[src/design/assert_macros.svh]
// Assertion macros shared by the parser RTL.
`ifndef ASSERT_MACROS_SVH
`define ASSERT_MACROS_SVH

// Clocked check, switched off while reset is asserted.
`define ASSERT_CLKD(label, prop, msg) \
    label: assert property (@(posedge aclk) disable iff (!aresetn) prop) else $error(msg);

// Clocked check that also holds through reset.
`define ASSERT_ALWAYS(label, prop, msg) \
    label: assert property (@(posedge aclk) prop) else $error(msg);

`endif

[src/design/ethip_pkg.sv]
// Package of constants, types and classifiers for the header parser.
`timescale 1ns / 1ps

package ethip_pkg;

    localparam int HEADER_BYTES = 38;

    localparam logic [15:0] ETYPE_IPV4 = 16'h0800;
    localparam logic [15:0] ETYPE_ARP  = 16'h0806;
    localparam logic [15:0] ETYPE_RARP = 16'h8035;
    localparam logic [15:0] ETYPE_IPV6 = 16'h86DD;

    localparam logic [7:0] PROTO_ICMP   = 8'd1;
    localparam logic [7:0] PROTO_TCP    = 8'd6;
    localparam logic [7:0] PROTO_UDP    = 8'd17;
    localparam logic [7:0] PROTO_ICMPV6 = 8'd58;
    localparam logic [7:0] PROTO_STP    = 8'd118;
    localparam logic [7:0] PROTO_SMP    = 8'd121;

    localparam logic [2:0] ECLASS_IPV4  = 3'd0;
    localparam logic [2:0] ECLASS_ARP   = 3'd1;
    localparam logic [2:0] ECLASS_RARP  = 3'd2;
    localparam logic [2:0] ECLASS_IPV6  = 3'd3;
    localparam logic [2:0] ECLASS_OTHER = 3'd4;

    localparam logic [2:0] PCLASS_ICMP   = 3'd0;
    localparam logic [2:0] PCLASS_TCP    = 3'd1;
    localparam logic [2:0] PCLASS_UDP    = 3'd2;
    localparam logic [2:0] PCLASS_ICMPV6 = 3'd3;
    localparam logic [2:0] PCLASS_STP    = 3'd4;
    localparam logic [2:0] PCLASS_SMP    = 3'd5;
    localparam logic [2:0] PCLASS_OTHER  = 3'd6;

    localparam logic [1:0] STATUS_ICMP      = 2'd0;
    localparam logic [1:0] STATUS_IP_OTHER  = 2'd1;
    localparam logic [1:0] STATUS_NOT_IP    = 2'd2;
    localparam logic [1:0] STATUS_TRUNCATED = 2'd3;

    // Per-cycle control broadcast along the cell row.
    typedef struct packed {
        logic advance;
        logic last;
    } step_t;

    function automatic logic [2:0] ether_class_of(input logic [15:0] etype);
        logic [2:0] cls;
        case (etype)
            ETYPE_IPV4: cls = ECLASS_IPV4;
            ETYPE_ARP:  cls = ECLASS_ARP;
            ETYPE_RARP: cls = ECLASS_RARP;
            ETYPE_IPV6: cls = ECLASS_IPV6;
            default:    cls = ECLASS_OTHER;
        endcase
        return cls;
    endfunction

    function automatic logic [2:0] proto_class_of(input logic [7:0] proto);
        logic [2:0] cls;
        case (proto)
            PROTO_ICMP:   cls = PCLASS_ICMP;
            PROTO_TCP:    cls = PCLASS_TCP;
            PROTO_UDP:    cls = PCLASS_UDP;
            PROTO_ICMPV6: cls = PCLASS_ICMPV6;
            PROTO_STP:    cls = PCLASS_STP;
            PROTO_SMP:    cls = PCLASS_SMP;
            default:      cls = PCLASS_OTHER;
        endcase
        return cls;
    endfunction

endpackage

[src/design/ethip_cell.sv]
// One byte cell of the capture row: holds a header byte and passes the write token on.
`timescale 1ns / 1ps

module ethip_cell
    import ethip_pkg::*;
(
    input  logic       aclk,
    input  logic       aresetn,
    input  step_t      step,
    input  logic       tok_in,
    input  logic [7:0] data_in,
    output logic       tok_out,
    output logic [7:0] byte_view
);

    logic [7:0] byte_reg, byte_next;
    logic       tok_reg, tok_next;

    always_comb begin
        byte_next = byte_reg;
        tok_next  = tok_reg;
        if (step.advance) begin
            if (step.last) begin
                // frame done: drop the captured byte and the token
                byte_next = 8'd0;
                tok_next  = 1'b0;
            end else begin
                if (tok_in) begin
                    byte_next = data_in;
                end
                tok_next = tok_in;
            end
        end
    end

    always_ff @(posedge aclk) begin
        if (!aresetn) begin
            byte_reg <= 8'd0;
            tok_reg  <= 1'b0;
        end else begin
            byte_reg <= byte_next;
            tok_reg  <= tok_next;
        end
    end

    // a byte arriving on a taken request is seen in the same cycle, also on the final request, where it is not stored
    assign byte_view = (step.advance && tok_in) ? data_in : byte_reg;
    assign tok_out   = tok_reg;

endmodule

[src/design/ethip_record.sv]
// Field extraction, classification and the output register of the record.
`timescale 1ns / 1ps

module ethip_record
    import ethip_pkg::*;
(
    input  logic        aclk,
    input  logic        aresetn,
    input  step_t       step,
    input  logic [7:0]  hdr [HEADER_BYTES],
    input  logic        truncated,
    output logic        m_valid,
    input  logic        m_ready,
    output logic [47:0] m_dest_mac,
    output logic [47:0] m_source_mac,
    output logic [15:0] m_ether_type,
    output logic [2:0]  m_ether_class,
    output logic [31:0] m_ip_word_zero,
    output logic [31:0] m_ip_word_one,
    output logic [31:0] m_ip_word_two,
    output logic [31:0] m_ip_source,
    output logic [31:0] m_ip_dest,
    output logic [2:0]  m_proto_class,
    output logic [31:0] m_icmp_word,
    output logic [1:0]  m_parse_status
);

    logic        load;
    logic [15:0] etype;
    logic [2:0]  eclass, pclass;
    logic        is_ip, is_icmp;
    logic [1:0]  status;

    logic        valid_reg, valid_next;
    logic [47:0] dest_mac_reg, source_mac_reg;
    logic [15:0] ether_type_reg;
    logic [2:0]  ether_class_reg, proto_class_reg;
    logic [31:0] ip_word_zero_reg, ip_word_one_reg, ip_word_two_reg;
    logic [31:0] ip_source_reg, ip_dest_reg, icmp_word_reg;
    logic [1:0]  parse_status_reg;

    assign load    = step.advance && step.last;
    assign etype   = {hdr[12], hdr[13]};
    assign eclass  = ether_class_of(etype);
    assign is_ip   = (eclass == ECLASS_IPV4);
    assign pclass  = is_ip ? proto_class_of(hdr[23]) : PCLASS_OTHER;
    assign is_icmp = is_ip && (pclass == PCLASS_ICMP);

    always_comb begin
        if (truncated) begin
            status = STATUS_TRUNCATED;
        end else if (is_icmp) begin
            status = STATUS_ICMP;
        end else if (is_ip) begin
            status = STATUS_IP_OTHER;
        end else begin
            status = STATUS_NOT_IP;
        end
    end

    always_comb begin
        valid_next = valid_reg;
        if (load) begin
            valid_next = 1'b1;
        end else if (m_ready) begin
            valid_next = 1'b0;
        end
    end

    always_ff @(posedge aclk) begin
        if (!aresetn) begin
            valid_reg <= 1'b0;
        end else begin
            valid_reg <= valid_next;
        end
    end

    always_ff @(posedge aclk) begin
        if (load) begin
            dest_mac_reg     <= {hdr[0], hdr[1], hdr[2], hdr[3], hdr[4], hdr[5]};
            source_mac_reg   <= {hdr[6], hdr[7], hdr[8], hdr[9], hdr[10], hdr[11]};
            ether_type_reg   <= etype;
            ether_class_reg  <= eclass;
            ip_word_zero_reg <= is_ip ? {hdr[14], hdr[15], hdr[16], hdr[17]} : 32'd0;
            ip_word_one_reg  <= is_ip ? {hdr[18], hdr[19], hdr[20], hdr[21]} : 32'd0;
            ip_word_two_reg  <= is_ip ? {hdr[22], hdr[23], hdr[24], hdr[25]} : 32'd0;
            ip_source_reg    <= is_ip ? {hdr[26], hdr[27], hdr[28], hdr[29]} : 32'd0;
            ip_dest_reg      <= is_ip ? {hdr[30], hdr[31], hdr[32], hdr[33]} : 32'd0;
            proto_class_reg  <= pclass;
            icmp_word_reg    <= is_icmp ? {hdr[34], hdr[35], hdr[36], hdr[37]} : 32'd0;
            parse_status_reg <= status;
        end
    end

    assign m_valid        = valid_reg;
    assign m_dest_mac     = dest_mac_reg;
    assign m_source_mac   = source_mac_reg;
    assign m_ether_type   = ether_type_reg;
    assign m_ether_class  = ether_class_reg;
    assign m_ip_word_zero = ip_word_zero_reg;
    assign m_ip_word_one  = ip_word_one_reg;
    assign m_ip_word_two  = ip_word_two_reg;
    assign m_ip_source    = ip_source_reg;
    assign m_ip_dest      = ip_dest_reg;
    assign m_proto_class  = proto_class_reg;
    assign m_icmp_word    = icmp_word_reg;
    assign m_parse_status = parse_status_reg;

endmodule

[src/design/ethernet_ipv4_icmp_header_parser_core.sv]
// Ethernet / IPv4 / ICMP header parser: one record per received frame.
// Input channel s_: one raw frame byte per request (s_data_byte), with
// s_frame_end high on the last byte of the frame. Bytes are taken one per
// cycle, back to back, across frame boundaries, while no frame end is held off.
// The first 38 bytes are written into a row of byte cells; a one-hot write
// token walks along the row, one cell per byte. Later bytes are dropped.
// Output channel m_: one record per frame, presented in the cycle after the
// request carrying s_frame_end is taken. The record holds the MACs, the
// ethertype and its class, the IPv4 words and addresses, the protocol class,
// the ICMP word and a status (truncated when fewer than 38 bytes arrived).
// Throughput: one byte per cycle while no frame end is held off; a one-byte
// frame can follow a record directly, so records can leave every cycle.
// Reset (aresetn low, synchronous): the row is cleared, the token returns to
// the first cell and any pending record is dropped.
// Receiver stall: the record waits in the output register; input bytes keep
// being taken while it waits, only a further request is held off if it
// would need the output register before the waiting record has gone.
`timescale 1ns / 1ps
`include "assert_macros.svh"

module ethernet_ipv4_icmp_header_parser_core
    import ethip_pkg::*;
(
    input  logic        aclk,
    input  logic        aresetn,
    input  logic        s_valid,
    output logic        s_ready,
    input  logic [7:0]  s_data_byte,
    input  logic        s_frame_end,
    output logic        m_valid,
    input  logic        m_ready,
    output logic [47:0] m_dest_mac,
    output logic [47:0] m_source_mac,
    output logic [15:0] m_ether_type,
    output logic [2:0]  m_ether_class,
    output logic [31:0] m_ip_word_zero,
    output logic [31:0] m_ip_word_one,
    output logic [31:0] m_ip_word_two,
    output logic [31:0] m_ip_source,
    output logic [31:0] m_ip_dest,
    output logic [2:0]  m_proto_class,
    output logic [31:0] m_icmp_word,
    output logic [1:0]  m_parse_status
);

    step_t                 step;
    logic [HEADER_BYTES:0] tok_chain;
    logic [7:0]            hdr_view [HEADER_BYTES];
    logic                  head_reg, head_next;
    logic                  full_reg, full_next;
    logic                  truncated;
    logic [HEADER_BYTES:0] token_map;
    logic                  frame_done;

    // only a frame end needs the output register to be free
    assign s_ready      = !m_valid || m_ready || !s_frame_end;
    assign step.advance = s_valid && s_ready;
    assign step.last    = s_frame_end;

    assign tok_chain[0] = head_reg;

    for (genvar i = 0; i < HEADER_BYTES; i++) begin : g_cell
        ethip_cell u_cell (
            .aclk      (aclk),
            .aresetn   (aresetn),
            .step      (step),
            .tok_in    (tok_chain[i]),
            .data_in   (s_data_byte),
            .tok_out   (tok_chain[i+1]),
            .byte_view (hdr_view[i])
        );
    end

    always_comb begin
        head_next = head_reg;
        full_next = full_reg | tok_chain[HEADER_BYTES];
        if (step.advance) begin
            head_next = step.last;
            if (step.last) begin
                full_next = 1'b0;
            end
        end
    end

    always_ff @(posedge aclk) begin
        if (!aresetn) begin
            head_reg <= 1'b1;
            full_reg <= 1'b0;
        end else begin
            head_reg <= head_next;
            full_reg <= full_next;
        end
    end

    // header complete once the last cell has been written, this cycle or before
    assign truncated = !(full_reg || tok_chain[HEADER_BYTES] || tok_chain[HEADER_BYTES-1]);

    ethip_record u_record (
        .aclk           (aclk),
        .aresetn        (aresetn),
        .step           (step),
        .hdr            (hdr_view),
        .truncated      (truncated),
        .m_valid        (m_valid),
        .m_ready        (m_ready),
        .m_dest_mac     (m_dest_mac),
        .m_source_mac   (m_source_mac),
        .m_ether_type   (m_ether_type),
        .m_ether_class  (m_ether_class),
        .m_ip_word_zero (m_ip_word_zero),
        .m_ip_word_one  (m_ip_word_one),
        .m_ip_word_two  (m_ip_word_two),
        .m_ip_source    (m_ip_source),
        .m_ip_dest      (m_ip_dest),
        .m_proto_class  (m_proto_class),
        .m_icmp_word    (m_icmp_word),
        .m_parse_status (m_parse_status)
    );

    assign token_map  = {head_reg, tok_chain[HEADER_BYTES-1:1],
                         full_reg | tok_chain[HEADER_BYTES]};
    assign frame_done = step.advance && step.last;

    `ASSERT_CLKD(a_token_onehot, $onehot(token_map), "write token not one-hot")
    `ASSERT_CLKD(a_head_after_end, frame_done |=> head_reg, "token not back at first cell")
    `ASSERT_CLKD(a_record_from_end, $rose(m_valid) |-> $past(frame_done), "record without frame end")

endmodule
[config.mk]
export PLATFORM = sky130hd
export DESIGN_NAME = ethernet_ipv4_icmp_header_parser_core
export DESIGN_NICKNAME = d
export VERILOG_FILES = /design/src/design/ethip_pkg.sv /design/src/design/ethip_cell.sv /design/src/design/ethip_record.sv /design/src/design/ethernet_ipv4_icmp_header_parser_core.sv
export VERILOG_INCLUDE_DIRS = /design/src /design/src/design
export SDC_FILE = /design/constraint.sdc
export NUM_CORES = 1
export LEC_CHECK = 0
export BUFFER_PORTS_ARGS = -buffer_cell sky130_fd_sc_hd__buf_2
export CAP_MARGIN = 25
export CELL_PAD_IN_SITES_DETAIL_PLACEMENT = 1
export CELL_PAD_IN_SITES_GLOBAL_PLACEMENT = 2
export CORE_ASPECT_RATIO = 0.6
export CORE_MARGIN = 10
export CORE_UTILIZATION = 39
export CTS_CLUSTER_DIAMETER = 150
export DETAILED_ROUTE_END_ITERATION = 12
export PLACE_DENSITY = 0.9
export SETUP_SLACK_MARGIN = 0.1
export SLEW_MARGIN = 20
export SYNTH_ARGS = -nofsm -noshare
export SYNTH_HDL_FRONTEND = slang
export SYNTH_HIERARCHICAL = 1
export SYNTH_SLANG_ARGS = --single-unit
[constraint.sdc]
create_clock -name aclk -period 42.3 [get_ports aclk]
set_input_delay 8.46 -clock aclk [delete_from_list [all_inputs] [get_ports aclk]]
set_output_delay 8.46 -clock aclk [all_outputs]
set_load 0.02 [all_outputs]
**Word level (Yosys, flattened, before mapping)**

Cells that the tools add are included.

- Register bits after elaboration: 657
- Input port bits: 13
- Output and inout bits: 314

- Equality and inequality tests: 10
- Multiplexer cells: 161
- Bitwise operators: 1
- Reductions and logical operators: 126

Operator list:

| operator | count |
|---|---|
| $mux W8 | 114 |
| $reduce_bool A2 Y1 | 39 |
| $reduce_and A2 Y1 | 38 |
| $mux W1 | 42 |
| $logic_and A1 B1 Y1 | 41 |
| $eq A16 B12 Y1 const B | 2 |
| $eq A16 B16 Y1 const B | 2 |
| $pmux W3 S6 | 1 |
| $eq A8 B7 Y1 const B | 2 |
| $pmux W3 S4 | 1 |
| $eq A8 B1 Y1 const B | 1 |
| $eq A8 B3 Y1 const B | 1 |
| $eq A8 B5 Y1 const B | 1 |
| $eq A8 B6 Y1 const B | 1 |
| $logic_not A3 Y1 | 2 |
| $logic_or A1 B1 Y1 | 4 |
| $mux W2 | 2 |
| $mux W3 | 1 |
| $logic_not A1 Y1 | 2 |
| $or A1 B1 Y1 | 1 |

**Logic depth before layout (Yosys ltp)**

Gate-level depths: netlist of the first run.

- Depth in word-level cells: 13
- Depth in mapped cells: 10
- Gate-level depth less buffers: 8

**Cells and area by module**

Netlist of the first run, hierarchy kept.

Modules (own cells, without submodules):

| module | instances | cells an instance | area an instance (um^2) | seq. area each (um^2) |
|---|---|---|---|---|
| ethip_cell | 38 | 49 | 440.4 | 180.2 |
| ethip_record | 1 | 575 | 11081.9 | 9389.0 |
| ethernet_ipv4_icmp_header_parser_core | 1 | 11 | 107.6 | 40.0 |

**Worst setup path before layout of the first run**

No wires, ideal clock.

- Path kind: input to register
- Start point: in m_ready
- End point: reg u_record.dest_mac_reg[0], in the netlist u_record/m_dest_mac[0] (enable)
- Arrival time: 32.546 ns
- Required time: 41.592 ns
- Path slack: 9.046 ns
- Stages on the path: 3
- Path buffers: 0
- Path through: nor2b_4 > a21boi_0 > and2_1

RTL lines:

| element | RTL line | RTL |
|---|---|---|
| start: declaration | ethernet_ipv4_icmp_header_parser_core.sv:31 | `input logic m_ready,` |
| end signal: assignment | ethip_record.sv:80 | `dest_mac_reg <= {hdr[0], hdr[1], hdr[2], hdr[3], hdr[4], hdr[5]};` |
| end: declaration | ethip_record.sv:35 | `logic [47:0] dest_mac_reg, source_mac_reg;` |

**Worst setup path in the final report of the first run**

- Start point: in s_frame_end
- End point: out s_ready

- Longest elaborated chain between the ends: 2

RTL lines:

| element | RTL line | RTL |
|---|---|---|
| start: declaration | ethernet_ipv4_icmp_header_parser_core.sv:29 | `input logic s_frame_end,` |
| $logic_not A1 Y1 | ethernet_ipv4_icmp_header_parser_core.sv:56 | `assign s_ready = !m_valid \|\| m_ready \|\| !s_frame_end;` |
| $logic_or A1 B1 Y1 | ethernet_ipv4_icmp_header_parser_core.sv:56 |  |
| end: declaration | ethernet_ipv4_icmp_header_parser_core.sv:27 | `output logic s_ready,` |

No other way between the ends.

==> flow_summary.toml, run 1 <==
[floorplanning]
fp.dieW_um = 365.5
rows = 75
design.core.area_mm2 = 0.07038
start_util = 0.3968
io_pins = 327
dieHeight_um = 227.3
die-area_mm2 = 0.08306

[outcome]
outcome = "finished, final reports clean"

[global_route]
grt_use_total = 0.1962
grt_pass1_wl_um = 128500
gr-total-overflow = 0
antenna_found_initial = 2
grt_max_degree = 182
grt_pass1_vias = 21680

[synth]
ys_types = 42
ys_seq_elements = 657
synth_top_area_cell = "edfxtp_1"
synth_warnings = 6
synth_area_mm2 = 0.02793
synth_cells = 2448
synthDominantCellAreaShare = 0.3355
yosys-top-cells-area = "edfxtp_1 (34%), dfxtp_1 (25%), mux2_2 (12%)"
synth_fp_nets = 2461
synth.avg_cell_area_um2 = 11.41
ys_seq_area_frac = 0.5828

[sta]
rsz0062_at_grt = "false"
fin_crit_sh = 0.4228
setup_ws_ns = 24.42
fmax_ghz = 0.05592
worst_slew_pin_slew_ns = 1.162
final-hold-violation-count = 0
finalMaxSlewViolations = 0
tns_ns = 0
fin_worst_skew_ns = 0.01693
finalSetupViolCount = 0
period_needed_ns = 17.88
relSlewSlack = 0.2256

[clock_tree]
cts_max_path_buffers = 3
cts-resized-gates = 0
tritoncts = "yes"
cts-root-buf = "clkbuf_16"
ctsHoldBuffers = 0
cts_buffers = 66
clock_latency_ns = 0.60
cts.reportedPaths.clkPinSlew_ns = 0.06
cts-htree-levels = 3
clock_sinks = 657
cts_setup_buffers = 0

[cells_and_area]
antennaDiodeCount = 0
largest_reg_flops = 304
fin_cells = 3746
drive_gt1_frac = 0.2934
seq_area_mm2 = 0.01628
multi_input_area_mm2 = 0.01100
area_growth_pct = 16.53
fillers = 7629
final_nets = 2783

[route]
wl_um = 84620
wire_per_inst_um = 22.59
drcViolationCount = 0
vias = 20530
drt_iter0_drc = 1581
ant_nets = 0
vias_per_cell = 5.479
dr.pass1.iters = 8

[pwr]
p_total_mw = 1.339
max-vdd-ir-drop_v = 0.00002534
powerDensity_mw_per_mm2 = 41.16
p_leak_nw = 12.72

[critical_path]
r2r_cells = 10
path_max_fanout = 70
r2r-end = "u_record/m_ip_word_zero[0]"
crit-reg2reg-launch = "u_record/m_valid"
cpMaxStageDelayCell = "buf_4"
critPathCaptureType = "output port"
slowest_delay_ns = 0.57
reg2reg_slack_ns = 37.40
arrival_ns = 9.42
startpoint_type = "input port"
crit_chain = "buf_4, nand2_1, buf_2"
critical_path_class = "input port to output port"
worst_ep_required_time_ns = 33.84

[placement]
place_ws_ns = 24.42
dp.final_hpwl_um = 52330
io_buffers = 326
dp.cells = 3622
place.gp.congestion = 0.7766

[hold_path]
min_path_cells = 2
holdPathEnd = "g_cell[6].u_cell/byte_reg[0]"
hold_class = "flop to flop"
hold_path.startpoint = "g_cell[6].u_cell/byte_reg[0]"

[run]
maxCapViolCount = 0
synth_stat cells (all sizes together):
cell type,number
nand2,613
dfxtp,345
edfxtp,312
mux2,304
o22ai,304
and2,193
clkbuf,49
buf,47
nand4b,43
a21oi,42
o21a,40
nand2b,39
nand3b,39
inv,38
nor2,6
nor3,6
or3,4
o21ai,3
nand3,2
nor2b,2
nor3b,2
nor4,2
or4b,2
or4bb,2
a21boi,1
a21o,1
and3,1
mux2i,1
nand4,1
o221a,1
o31ai,1
o32ai,1
xor2,1
per-stage QoR:
step                      hold WS, ns    util  area, um2
after floorplan                0.4428       -      27930
after global placement         0.4499  0.4321      30410
after detailed placement       0.4560  0.4321      30410
after CTS                      0.4709  0.4610      32440
after global routing           0.4890  0.4624      32540
final                          0.4693  0.4624      32540
worst max path at each step:
stage                      startpoint                endpoint  cells after the start
after floorplan               m_ready  u_record/m_dest_mac[0]                      3
after global placement    s_frame_end                 s_ready                      3
after detailed placement  s_frame_end                 s_ready                      3
after CTS                 s_frame_end                 s_ready                      3
after global routing      s_frame_end                 s_ready                      3
final                     s_frame_end                 s_ready                      3
area by class of cell:
class                   instances  area share
flip-flops and latches        657      0.5001
multi-input cells            1657      0.3380
well taps                     924     0.03553
clock buffers                 105     0.05971
clock inverters                15    0.002691
inverters                      38    0.004383
repair buffers                350     0.05952
cell usage in the layout (no fill, tap or decap), types with 3 or more instances in the layout:
master and instances:
buf_2 316, clkinv_2 6, nand2_4 38, nand2_1 575, dfxtp_1 345, nor2_1 5, clkbuf_16 70, clkbuf_1 29
and2_1 192, o21a_1 40, nand4b_1 43, o22ai_1 304, clkbuf_8 6, edfxtp_1 312, inv_1 38, clkinv_1 3
buf_12 3, mux2_2 304, nand3b_2 38, buf_4 25, nor3_1 5, a21oi_1 42, nand2b_1 39
where the power goes:
part           switching (mW)  total [mW]  internal (mW)
Clock                   0.250       0.567          0.317
Combinational          0.0688      0.0896         0.0208
Sequential            0.00596       0.683          0.677
Total                   0.325        1.34           1.01
critical path: cells and delay by family:
kind	cells	cell delay, ns
buffers and inverters	2	0.77
and+or+nand+nor	1	0.13
layer usage:
layer	up-vias	track usage	wire, um
met1	10330	0.2591	37360
met2	561	0.3218	40070
met4	2	0.05959	1953
met3	142	0.04117	5224
met5	-	0	19
li1	9493	-	-
cell families (layout without fill, tap and decap cells):
logic type             count (synthesis)  after routing  synth area share
flip-flops                           657            657            0.5828
multiplexers                         305            305            0.1229
XOR/XNOR                               1              1         0.0003137
AO/OA/AOI/OAI                        394            394           0.08844
AND/OR/NAND/NOR                      957            957            0.1817
buffers and inverters                134            508           0.02375
(Power assumes the default switching activity.)
==> inputs of run 2 (changes only) <==
--- a/config.mk
+++ b/config.mk
@@ -12,10 +12,10 @@
 export CELL_PAD_IN_SITES_GLOBAL_PLACEMENT = 2
 export CORE_ASPECT_RATIO = 0.6
 export CORE_MARGIN = 10
-export CORE_UTILIZATION = 39
+export CORE_UTILIZATION = 35
 export CTS_CLUSTER_DIAMETER = 150
 export DETAILED_ROUTE_END_ITERATION = 12
-export PLACE_DENSITY = 0.9
+export PLACE_DENSITY = 0.86
 export SETUP_SLACK_MARGIN = 0.1
 export SLEW_MARGIN = 20
 export SYNTH_ARGS = -nofsm -noshare
==> constraint.sdc (replaced) <==
create_clock -name aclk -period 14.6 [get_ports aclk]
set_input_delay 2.92 -clock aclk [delete_from_list [all_inputs] [get_ports aclk]]
set_output_delay 2.92 -clock aclk [all_outputs]
set_load 0.02 [all_outputs]
==> run 2 against run 1 <==
Compared with the run above: largest cell class unchanged; non-clock buffer count rose by 6; sequential cell count is the same; wire length is 4.8% higher; die area rose by 11%; via count is 0.33% higher; critical endpoint unchanged.
==> flow_summary.toml, run 2 (same netlist as run 1, synthesis figures left out) <==
[clock_tree]
cts-htree-levels = 3
clock_sinks = 657
cts_setup_buffers = 0
clock_latency_ns = 0.62
cts_buffers = 67
cts-resized-gates = 0
cts-root-buf = "clkbuf_16"
cts.reportedPaths.clkPinSlew_ns = 0.06
cts_max_path_buffers = 3
ctsHoldBuffers = 0
tritoncts = "yes"

[sta]
worst_slew_pin_slew_ns = 1.048
setup_ws_ns = 7.885
fin_crit_sh = 0.4600
fmax_ghz = 0.1489
period_needed_ns = 6.715
rsz0062_at_grt = "false"
tns_ns = 0
fin_worst_skew_ns = 0.03351
relSlewSlack = 0.3010
finalSetupViolCount = 0
finalMaxSlewViolations = 0
final-hold-violation-count = 0

[global_route]
grt_use_total = 0.1856
grt_pass1_vias = 21610
gr-total-overflow = 0
antenna_found_initial = 10
grt_max_degree = 173
grt_pass1_wl_um = 133900

[floorplanning]
die-area_mm2 = 0.09185
start_util = 0.3523
dieHeight_um = 238.8
design.core.area_mm2 = 0.07928
fp.dieW_um = 384.7
io_pins = 327
rows = 80

[cells_and_area]
antennaDiodeCount = 0
drive_gt1_frac = 0.2969
final_cell_mix = "nand2_1 (575), dfxtp_1 (345), buf_2 (316), edfxtp_1 (312)"
final_nets = 2790
fillers = 8680
largest_reg_flops = 304
area_growth_pct = 17.91
layout_commonest_cell = "nand2_1"

[route]
wl_um = 88690
wire_per_inst_um = 22.77
ant_nets = 0
vias = 20590
dr.pass1.iters = 5
vias_per_cell = 5.287
drcViolationCount = 0
drt_iter0_drc = 1419

[critical_path]
arrival_ns = 3.80
critical_path_class = "input port to output port"
r2r-end = "u_record/m_icmp_word[16]"
startpoint_type = "input port"
cpMaxStageDelayCell = "buf_4"
path_max_fanout = 55
r2r_cells = 10
slowest_delay_ns = 0.49
worst_ep_required_time_ns = 11.68
reg2reg_slack_ns = 10.84
crit-reg2reg-launch = "u_record/m_valid"
crit_chain = "buf_4, nand2_1, buf_2"
critPathCaptureType = "output port"

[placement]
place_ws_ns = 7.632
place.gp.congestion = 0.8218
io_buffers = 326
dp.final_hpwl_um = 56350

[pwr]
p_leak_nw = 12.82
powerDensity_mw_per_mm2 = 120.4
max-vdd-ir-drop_v = 0.00008789

[outcome]
outcome = "finished, final reports clean"

[hold_path]
hold_path.startpoint = "g_cell[22].u_cell/byte_reg[1]"
hold_class = "flop to flop"
holdPathEnd = "g_cell[22].u_cell/byte_reg[1]"
min_path_cells = 2

[run]
maxCapViolCount = 0
-- run 2: cell types whose count changed in the layout (fill, tap and decap cells not counted), sizes merged --
cell / change
buf: +6
bufinv: +5
clkinv: +10
clkinvlp: +2
clkbuf: -16
-- run 2: worst max path at each step --
stage,from,endpoint,slack (ns)
after global placement,s_frame_end,u_record/m_proto_class[1],7.17
after global routing,s_frame_end,s_ready,7.82
final,s_frame_end,s_ready,7.88
after detailed placement,s_frame_end,u_record/m_icmp_word[11],7.63
after CTS,s_frame_end,s_ready,7.87
after floorplan,s_frame_end,u_record/m_dest_mac[0],0.63
-- run 2: report_power, final --
part	total, mW	internal (mW)	switching (mW)
Sequential	1.98	1.96	0.0203
Clock	1.72	0.981	0.741
Combinational	0.260	0.0612	0.199
-- run 2: through the flow --
stage	instances	hold slack [ns]	power, mW	cell area (um2)	utilization
3_5_place_dp	3769	0.4553	2.282	30640	0.3866
3_3_place_gp	3767	0.4504	2.273	30590	0.3859
6_report	3895	0.4679	3.965	32930	0.4153
2_1_floorplan	2448	0.4428	2.165	27930	-
4_1_cts	3890	0.4694	4.009	32790	0.4136
5_1_grt	3895	0.4847	4.110	32930	0.4153
-- run 2: worst max-delay path, delay by kind of cell --
family	cells	cell delay, ns
buf+inv	2	0.69
simple gates	1	0.14
-- run 2: layout make-up --
cell class / count / area, um2 / share of cell area
flip-flops and latches: 657 / 16280 / 0.4943
multi-input cells: 1657 / 11000 / 0.3341
repair buffers: 356 / 2028 / 0.06160
clock buffers: 89 / 1842 / 0.05594
well taps: 1066 / 1334 / 0.04051
clock inverters: 32 / 304.0 / 0.009234
inverters: 38 / 142.6 / 0.004332
-- run 2: layer usage --
layer,GRT usage,part of all wire,vias to the layer above
li1,-,-,9500
met1,0.2547,0.46,10370
met2,0.2949,0.46,583
met3,0.03626,0.058,140
met4,0.05370,0.025,0
met5,0,0,-
